File: src/hw/rtl/tpig_pkg.sv
package tpig_pkg;

  localparam int MAX_RANK    = 4;
  localparam int LENGTH_BITS = 12;
  // A padded length can reach three times the largest input length.
  localparam int COORD_W     = LENGTH_BITS + 2;
  localparam int DIM_W       = (MAX_RANK > 1) ? $clog2(MAX_RANK) : 1;
  localparam int INDEX_W     = 48;
  localparam int PACK_W      = 48;
  localparam int CFG_W       = 48;
  localparam int CFG_IDX_W   = 3;
  localparam int MODE_W      = 2;
  localparam int RANK_W      = 3;

  localparam logic [MODE_W-1:0] PAD_CONSTANT  = 2'd0;
  localparam logic [MODE_W-1:0] PAD_REFLECT   = 2'd1;
  localparam logic [MODE_W-1:0] PAD_SYMMETRIC = 2'd2;

  localparam logic [CFG_IDX_W-1:0] REG_PAD_MODE      = 3'd0;
  localparam logic [CFG_IDX_W-1:0] REG_TENSOR_RANK   = 3'd1;
  localparam logic [CFG_IDX_W-1:0] REG_INPUT_LENGTHS = 3'd2;
  localparam logic [CFG_IDX_W-1:0] REG_LEFT_PADS     = 3'd3;
  localparam logic [CFG_IDX_W-1:0] REG_RIGHT_PADS    = 3'd4;

  localparam logic [RANK_W-1:0] RANK_RESET = RANK_W'(MAX_RANK);

  typedef enum logic [0:0] {
    ST_IDLE,
    ST_MAC
  } state_t;

  typedef struct packed {
    logic             load;
    logic             step;
    logic             emit;
    logic [DIM_W-1:0] dim;
  } dp_cmd_t;

  typedef struct packed {
    logic empty;
  } dp_status_t;

endpackage

File: src/hw/rtl/tensor_pad_index_generator.sv
// Channel  Direction  Handshake          Payload
// in_      input      in_valid/in_stall  in_restart
// out_     output     out_valid/out_stall out_source_index, out_use_pad_value, out_last_element
// cfg_     input      cfg_we             cfg_index, cfg_data
//
// An item is taken in an accept step, then gets one multiply-add per dimension in
// the shared 48 x 12 bit index multiplier; no new item is taken until it is emitted.
// An item whose padded tensor is empty is taken and gives no result.
// Reset (rst_n, synchronous) loads the register defaults and zeroes the coordinates.
// The final multiply-add waits while the output register holds an untaken item.
module tensor_pad_index_generator (
  input  logic                           clk,
  input  logic                           rst_n,
  input  logic                           in_valid,
  output logic                           in_stall,
  input  logic                           in_restart,
  output logic                           out_valid,
  input  logic                           out_stall,
  output logic [tpig_pkg::INDEX_W-1:0]   out_source_index,
  output logic                           out_use_pad_value,
  output logic                           out_last_element,
  input  logic                           cfg_we,
  input  logic [tpig_pkg::CFG_IDX_W-1:0] cfg_index,
  input  logic [tpig_pkg::CFG_W-1:0]     cfg_data
);

  tpig_pkg::dp_cmd_t    cmd;
  tpig_pkg::dp_status_t status;

  tpig_ctrl u_ctrl (
    .clk       (clk),
    .rst_n     (rst_n),
    .in_valid  (in_valid),
    .in_stall  (in_stall),
    .out_valid (out_valid),
    .out_stall (out_stall),
    .status    (status),
    .cmd       (cmd)
  );

  tpig_datapath u_datapath (
    .clk               (clk),
    .rst_n             (rst_n),
    .cfg_we            (cfg_we),
    .cfg_index         (cfg_index),
    .cfg_data          (cfg_data),
    .in_restart        (in_restart),
    .cmd               (cmd),
    .status            (status),
    .out_source_index  (out_source_index),
    .out_use_pad_value (out_use_pad_value),
    .out_last_element  (out_last_element)
  );

endmodule

File: src/hw/rtl/tpig_ctrl.sv
module tpig_ctrl (
  input  logic                 clk,
  input  logic                 rst_n,
  input  logic                 in_valid,
  output logic                 in_stall,
  output logic                 out_valid,
  input  logic                 out_stall,
  input  tpig_pkg::dp_status_t status,
  output tpig_pkg::dp_cmd_t    cmd
);

  tpig_pkg::state_t               state_r, state_nxt;
  logic [tpig_pkg::DIM_W-1:0]     dim_r, dim_nxt;
  logic                           out_valid_r, out_valid_nxt;
  logic                           out_free;
  logic                           last_dim;

  assign out_free = !out_valid_r || !out_stall;
  assign last_dim = (dim_r == tpig_pkg::DIM_W'(tpig_pkg::MAX_RANK - 1));

  always_comb begin
    state_nxt = state_r;
    case (state_r)
      tpig_pkg::ST_IDLE: begin
        if (in_valid && !status.empty) state_nxt = tpig_pkg::ST_MAC;
      end
      tpig_pkg::ST_MAC: begin
        if (last_dim && out_free) state_nxt = tpig_pkg::ST_IDLE;
      end
      default: state_nxt = tpig_pkg::ST_IDLE;
    endcase
  end

  always_comb begin
    cmd      = '0;
    cmd.dim  = dim_r;
    in_stall = 1'b1;
    dim_nxt  = dim_r;
    case (state_r)
      tpig_pkg::ST_IDLE: begin
        // No item is taken while reset is held.
        in_stall = !rst_n;
        cmd.load = in_valid && rst_n;
        dim_nxt  = '0;
      end
      tpig_pkg::ST_MAC: begin
        if (!last_dim) begin
          cmd.step = 1'b1;
          dim_nxt  = dim_r + tpig_pkg::DIM_W'(1);
        end else begin
          // The final multiply-add lands straight in the output register.
          cmd.emit = out_free;
        end
      end
      default: begin
        dim_nxt = '0;
      end
    endcase
    out_valid_nxt = cmd.emit || (out_valid_r && out_stall);
  end

  always_ff @(posedge clk) begin
    if (!rst_n) begin
      state_r     <= tpig_pkg::ST_IDLE;
      dim_r       <= '0;
      out_valid_r <= 1'b0;
    end else begin
      state_r     <= state_nxt;
      dim_r       <= dim_nxt;
      out_valid_r <= out_valid_nxt;
    end
  end

  assign out_valid = out_valid_r;

endmodule

File: src/hw/rtl/tpig_datapath.sv
module tpig_datapath (
  input  logic                              clk,
  input  logic                              rst_n,
  input  logic                              cfg_we,
  input  logic [tpig_pkg::CFG_IDX_W-1:0]    cfg_index,
  input  logic [tpig_pkg::CFG_W-1:0]        cfg_data,
  input  logic                              in_restart,
  input  tpig_pkg::dp_cmd_t                 cmd,
  output tpig_pkg::dp_status_t              status,
  output logic [tpig_pkg::INDEX_W-1:0]      out_source_index,
  output logic                              out_use_pad_value,
  output logic                              out_last_element
);

  localparam int LB = tpig_pkg::LENGTH_BITS;
  localparam int CW = tpig_pkg::COORD_W;
  localparam int IW = tpig_pkg::INDEX_W;
  localparam int MR = tpig_pkg::MAX_RANK;

  logic [tpig_pkg::MODE_W-1:0] mode_r;
  logic [tpig_pkg::RANK_W-1:0] rank_r;
  logic [tpig_pkg::PACK_W-1:0] lengths_r;
  logic [tpig_pkg::PACK_W-1:0] lpads_r;
  logic [tpig_pkg::PACK_W-1:0] rpads_r;

  logic [CW-1:0] coord_r   [MR];
  logic [CW-1:0] coord_nxt [MR];

  logic [IW-1:0] acc_r;
  logic          pad_r;
  logic [IW-1:0] out_index_r;
  logic          out_pad_r;
  logic          out_last_r;

  logic          mirror;
  logic          off;
  logic [tpig_pkg::RANK_W-1:0] rank_eff;
  logic [LB-1:0] len_d  [MR];
  logic [LB-1:0] pl_d   [MR];
  logic [CW-1:0] olen_d [MR];
  logic          empty;
  logic          stale;
  logic          last_now;

  logic [CW-1:0] o_x, p_x, l_x, off_x, src_x;
  logic          pad_now;
  logic [LB-1:0] len_sel;
  logic [IW-1:0] prod;
  logic [IW-1:0] step_val;
  logic          pad_all;

  assign mirror = (mode_r == tpig_pkg::PAD_REFLECT) || (mode_r == tpig_pkg::PAD_SYMMETRIC);
  assign off    = (mode_r == tpig_pkg::PAD_REFLECT);

  always_comb begin
    rank_eff = rank_r;
    if (rank_r == '0) rank_eff = tpig_pkg::RANK_W'(1);
    if (rank_r > tpig_pkg::RANK_W'(MR)) rank_eff = tpig_pkg::RANK_W'(MR);
  end

  // Per-dimension lengths; slots outside the rank are length one with no padding.
  always_comb begin
    logic [LB-1:0] l, a, b, lim;
    empty = 1'b0;
    for (int d = 0; d < MR; d++) begin
      l   = LB'(1);
      a   = '0;
      b   = '0;
      lim = '0;
      if (int'(rank_eff) + d >= MR) begin
        l = lengths_r[(MR-1-d)*LB +: LB];
        a = lpads_r[(MR-1-d)*LB +: LB];
        b = rpads_r[(MR-1-d)*LB +: LB];
        if (mirror) begin
          lim = (l > LB'(off)) ? l - LB'(off) : '0;
          if (a > lim) a = lim;
          if (b > lim) b = lim;
        end
      end
      len_d[d]  = l;
      pl_d[d]   = a;
      olen_d[d] = CW'(l) + CW'(a) + CW'(b);
      if (olen_d[d] == '0) empty = 1'b1;
    end
  end

  always_comb begin
    stale    = 1'b0;
    last_now = 1'b1;
    for (int d = 0; d < MR; d++) begin
      if (coord_r[d] >= olen_d[d]) stale = 1'b1;
      if (coord_r[d] + CW'(1) != olen_d[d]) last_now = 1'b0;
    end
  end

  assign status.empty = empty;

  // Mapping of the selected dimension's output coordinate back to the input.
  always_comb begin
    o_x     = coord_r[cmd.dim];
    p_x     = CW'(pl_d[cmd.dim]);
    l_x     = CW'(len_d[cmd.dim]);
    off_x   = CW'(off);
    pad_now = 1'b0;
    src_x   = '0;
    if (o_x < p_x) begin
      if (!mirror) pad_now = 1'b1;
      else src_x = p_x + off_x - CW'(1) - o_x;
    end else if (o_x - p_x < l_x) begin
      src_x = o_x - p_x;
    end else begin
      if (!mirror) pad_now = 1'b1;
      else src_x = l_x - CW'(1) - off_x - (o_x - p_x - l_x);
    end
  end

  // Horner form, outermost dimension first: acc = acc * len + src.
  assign len_sel  = len_d[cmd.dim];
  assign prod     = acc_r * IW'(len_sel);
  assign step_val = prod + IW'(src_x);
  assign pad_all  = pad_r || pad_now;

  always_comb begin
    logic carry;
    carry = 1'b1;
    for (int d = MR - 1; d >= 0; d--) begin
      coord_nxt[d] = coord_r[d];
      if (carry) begin
        if (coord_r[d] + CW'(1) < olen_d[d]) begin
          coord_nxt[d] = coord_r[d] + CW'(1);
          carry        = 1'b0;
        end else begin
          coord_nxt[d] = '0;
        end
      end
    end
  end

  always_ff @(posedge clk) begin
    if (!rst_n) begin
      mode_r    <= tpig_pkg::PAD_CONSTANT;
      rank_r    <= tpig_pkg::RANK_RESET;
      lengths_r <= '0;
      lpads_r   <= '0;
      rpads_r   <= '0;
      for (int d = 0; d < MR; d++) coord_r[d] <= '0;
    end else begin
      if (cfg_we) begin
        case (cfg_index)
          tpig_pkg::REG_PAD_MODE:      mode_r    <= cfg_data[tpig_pkg::MODE_W-1:0];
          tpig_pkg::REG_TENSOR_RANK:   rank_r    <= cfg_data[tpig_pkg::RANK_W-1:0];
          tpig_pkg::REG_INPUT_LENGTHS: lengths_r <= cfg_data[tpig_pkg::PACK_W-1:0];
          tpig_pkg::REG_LEFT_PADS:     lpads_r   <= cfg_data[tpig_pkg::PACK_W-1:0];
          tpig_pkg::REG_RIGHT_PADS:    rpads_r   <= cfg_data[tpig_pkg::PACK_W-1:0];
          default: ;
        endcase
      end
      if (cmd.load && (in_restart || empty || stale)) begin
        for (int d = 0; d < MR; d++) coord_r[d] <= '0;
      end else if (cmd.emit) begin
        for (int d = 0; d < MR; d++) coord_r[d] <= coord_nxt[d];
      end
    end
  end

  always_ff @(posedge clk) begin
    if (cmd.load) begin
      acc_r <= '0;
      pad_r <= 1'b0;
    end else if (cmd.step) begin
      acc_r <= step_val;
      pad_r <= pad_all;
    end
    if (cmd.emit) begin
      out_index_r <= pad_all ? '0 : step_val;
      out_pad_r   <= pad_all;
      out_last_r  <= last_now;
    end
  end

  assign out_source_index  = out_index_r;
  assign out_use_pad_value = out_pad_r;
  assign out_last_element  = out_last_r;

endmodule
File: config.mk
export PLATFORM = sky130hd
export DESIGN_NAME = tensor_pad_index_generator
export DESIGN_NICKNAME = d
export VERILOG_FILES = /design/src/hw/rtl/tpig_pkg.sv /design/src/hw/rtl/tensor_pad_index_generator.sv /design/src/hw/rtl/tpig_ctrl.sv /design/src/hw/rtl/tpig_datapath.sv
export SDC_FILE = /design/constraint.sdc
export NUM_CORES = 2
export LEC_CHECK = 0
export BUFFER_PORTS_ARGS = -buffer_cell sky130_fd_sc_hd__buf_4
export CORE_MARGIN = 5
export CORE_UTILIZATION = 50
export DETAILED_ROUTE_END_ITERATION = 16
export PLACE_DENSITY_LB_ADDON = 0.3
export SYNTH_ARGS = -nofsm -noshare
export SYNTH_HDL_FRONTEND = slang
export SYNTH_HIERARCHICAL = 1
export SYNTH_SLANG_ARGS = --single-unit
File: constraint.sdc
create_clock -name clk -period 14.1 [get_ports clk]
set_input_delay 2.82 -clock clk [delete_from_list [all_inputs] [get_ports clk]]
set_output_delay 2.82 -clock clk [all_outputs]
set_load 0.1 [all_outputs]
==> metrics.md <==
| Metric | Value |
|---|---|
| WP data required | ~15 ns |
| Detail Route Antenna Nets | 0 |
| Endpoints failing hold | 0 |
| RSZ-0062 raised after global routing | no |
| Pre-antenna DRT Iters | 6 |
| Final Max Slew Viols | 0 |
| Clk_skew | about 0.035 ns |
| Asr flop ratio synth | 0% |
| CTS Buf Count | 40 |
| Ys flop type | dfxtp_1 |
| Clock Latency Late Sink | about 0.6 ns |
| Number of global-route vias before repair | around 35,000 |
| Number of synthesized flops with an enable pin | between 90 and 100 |
| Area of the multi-input gates | 31,900 um2 |
| Total area of sequential cells | ~7000 um2 |
| Final std cells w/o fill | around 6,000 |
| Crit Path Class | register to register |
| CTS HTree Levels | 2 |
| Critical Path End Type | register |
| Status | finished, final reports clean |
| FF-to-FF path depth | 57 |
| Yosys top cell area share | about 23% |
| Seq/Total Area, Yosys | approximately 17% |
| Area contributors post-synth | fa_1 (23%), ha_1 (13%), dfxtp_1 (10%) |
| Port Buf Inserts | roughly 110 |
| Starting Density | between 50% and 60% |
| Critical Path Max Stage Delay | ~0.66 ns |
| Rel. slew slack | 24.4% |
| Global-route wire length before repair | slightly below 200,000 um |
| Initial antenna violation count | 4 |
| P_leak | between 15 and 20 nW |
| Drt total wl | between 100,000 and 150,000 um |
| Worst-case clock buffer depth | 3 |
| TritonCTS clock tree | yes |
| Critical path's slowest cell | or4_1 |
| Number of synthesized register bits | just over 300 |
| Number of synthesis warnings | 6 |
| Clk root buf | clkbuf_16 |
| Final Total Pwr | ~3.6 mW |
| Placed insts | approximately 6,100 |
| Reg clk slew, reported paths | roughly 0.06 ns |
| Hold-fix buffers, CTS | 0 |
| CP startpoint kind | register |
| Tmin final | approximately 13 ns |
| Fin area | roughly 46,000 um2 |
| Routed len/inst | around 21 um |
| Hold Path Depth | 2 |
| Die Wd | between 300 and 400 um |
| Gr usage total | about 27% |
| Maximum vdd drop | between 80 and 90 uV |
| Worst Path Arrival | approximately 14 ns |
| Hold crit path type | register to register |
| Syn_area_per_cell | ~8.4 um2 |
| Sink Count | approximately 310 |
| Max-Cap Viols | 0 |
| Via count | 35,200 |
| Most common cell in the synthesized netlist | nand2_1 |
| Gp weighted congestion | 1.02 |
| IO Count | ~110 |
| Post-synth top cells | nand2_1 (830), inv_1 (676), fa_1 (480) |
| Drt via density | between 5 and 6 |
| Worst-path fanout max | 12 |
| Syn nets | 5,970 |
| Share of cells above drive strength 1 | around 7.5% |
| Largest net degree at the start of global routing | between 90 and 100 |
| Post-Synthesis Cells | 5,009 |
| # rows | ~110 |
| Core area | approximately 84,000 um2 |
| Period utilization | between 90% and 100% |
| Die Ht | approximately 300 um |
| Post-detail-place hpwl | 97,700 um |
| Grt total ovfl | 0 |
| Initial detailed-routing violation count | a little over 3,000 |
| # DRC | 0 |
| PwrDens | 78.8 nW/um2 |
| Dominant cell type by area after synthesis | fa_1 |
| Distinct cells, synth | 89 |
| Die Area | between 90,000 and 100,000 um2 |
| Finish-stage setup viols | 0 |
| Util after Layout | ~55% |
| Nets | just under 6,000 |
| Tightest Pin Transition | roughly 1.1 ns |
| Cell Area, Synth | between 40,000 and 50,000 um2 |
| Max Clock Freq | 74.7 MHz |
| Fillers | slightly below 8,000 |
| DP Area | 44,000 um2 |
| Syn-to-layout area delta | 8.00% |
-- cell usage in the layout (no fill, tap or decap), types with 141 or more instances in the layout --
cell,instances
nand2_1,830
inv_1,675
fa_1,480
ha_1,424
a21oi_1,314
and2_1,226
nor2_1,225
dfxtp_1,214
buf_4,166
xnor2_1,141
-- per-stage QoR --
step	setup WS, ns	TNS (ns)	hold slack [ns]
floorplan	1.66	0	0.436
global placement	-0.0119	-0.0119	0.444
detailed placement	-0.460	-2.24	0.452
CTS	0.0659	0	0.461
global route	0.0141	0	0.475
finish	0.717	0	0.473
-- area by class of cell --
class	count	area share [%]
multi-input combinational	3778	70.0
sequential	308	15.5
inverter	678	5.59
tap	1134	3.11
timing repair buffer	166	2.73
clock buffer	49	2.36
clock inverter	24	0.655
antenna	1	0.00548
-- critical path, delay by kind of cell (launching register included) --
kind	cells	cell delay [ns]
AOI/OAI and AO/OA	20	4.31
adders and majority gates	12	4.10
and+or+nand+nor	14	2.97
buffers and inverters	9	1.30
DFF	1	0.29
xor gates and xnor gates	1	0.16
muxes	1	0.11
-- logic make-up after synthesis --
group	synth area share, %
and+or+nand+nor	19.0
buffers and inverters	8.30
adders and majority gates	35.3
AOI/OAI and AO/OA	11.7
DFF	16.8
xor gates and xnor gates	4.55
muxes	4.42
-- flip-flops by register name, summed over array words and instances, names as in the netlist --
register,count
u_datapath/out_source_index,48
u_datapath/acc_r,48
u_ctrl/dim_r,2
u_datapath/lpads_r,48
u_datapath/coord_r,56
u_ctrl/state_r,1
u_datapath/pad_r,1
u_datapath/rank_r,3
u_datapath/mode_r,2
u_ctrl/out_valid,1
u_datapath/out_last_element,1
u_datapath/out_use_pad_value,1
u_datapath/rpads_r,48
u_datapath/lengths_r,48
-- metal layers --
layer  wire length, um  vias to the layer above  part of all wire [%]  GRT usage (%)
li1                  -                    16300                     -              -
met1             52300                    17500                    42           36.7
met2             60500                     1238                    48           47.6
met3              9370                      254                   7.4           3.37
met4              3710                        4                   2.9           7.26
met5                19                        -                 0.015              0
-- report_power, final --
group | total (mW) | internal, mW | switching (mW)
Combinational | 1.45 | 0.588 | 0.861
Sequential | 1.06 | 0.949 | 0.112
Clock | 1.09 | 0.626 | 0.459
Total | 3.60 | 2.16 | 1.43
-- worst paths after layout --
path	slack [ns]	endpoint	from
max	0.72	u_datapath/acc_r[46]$_SDFFE_PP0P_	u_datapath/mode_r[1]$_SDFFE_PN0P_
min	0.47	u_datapath/rpads_r[0]$_SDFFE_PN0P_	u_datapath/rpads_r[0]$_SDFFE_PN0P_
max reg2reg	0.72	u_datapath/acc_r[46]$_SDFFE_PP0P_	u_datapath/mode_r[1]$_SDFFE_PN0P_
min reg2reg	0.47	u_datapath/rpads_r[0]$_SDFFE_PN0P_	u_datapath/rpads_r[0]$_SDFFE_PN0P_
-- what timing repair did --
action | CTS | global route
cloned | 0 | 0
endpoints found under the hold margin | 0 | 0
resized for setup | 4 | 34
setup buffers | 0 | 5
pin swaps | 0 | 5
endpoints found under the setup margin | 11 | 48
Power figures use the tool's default switching activity.
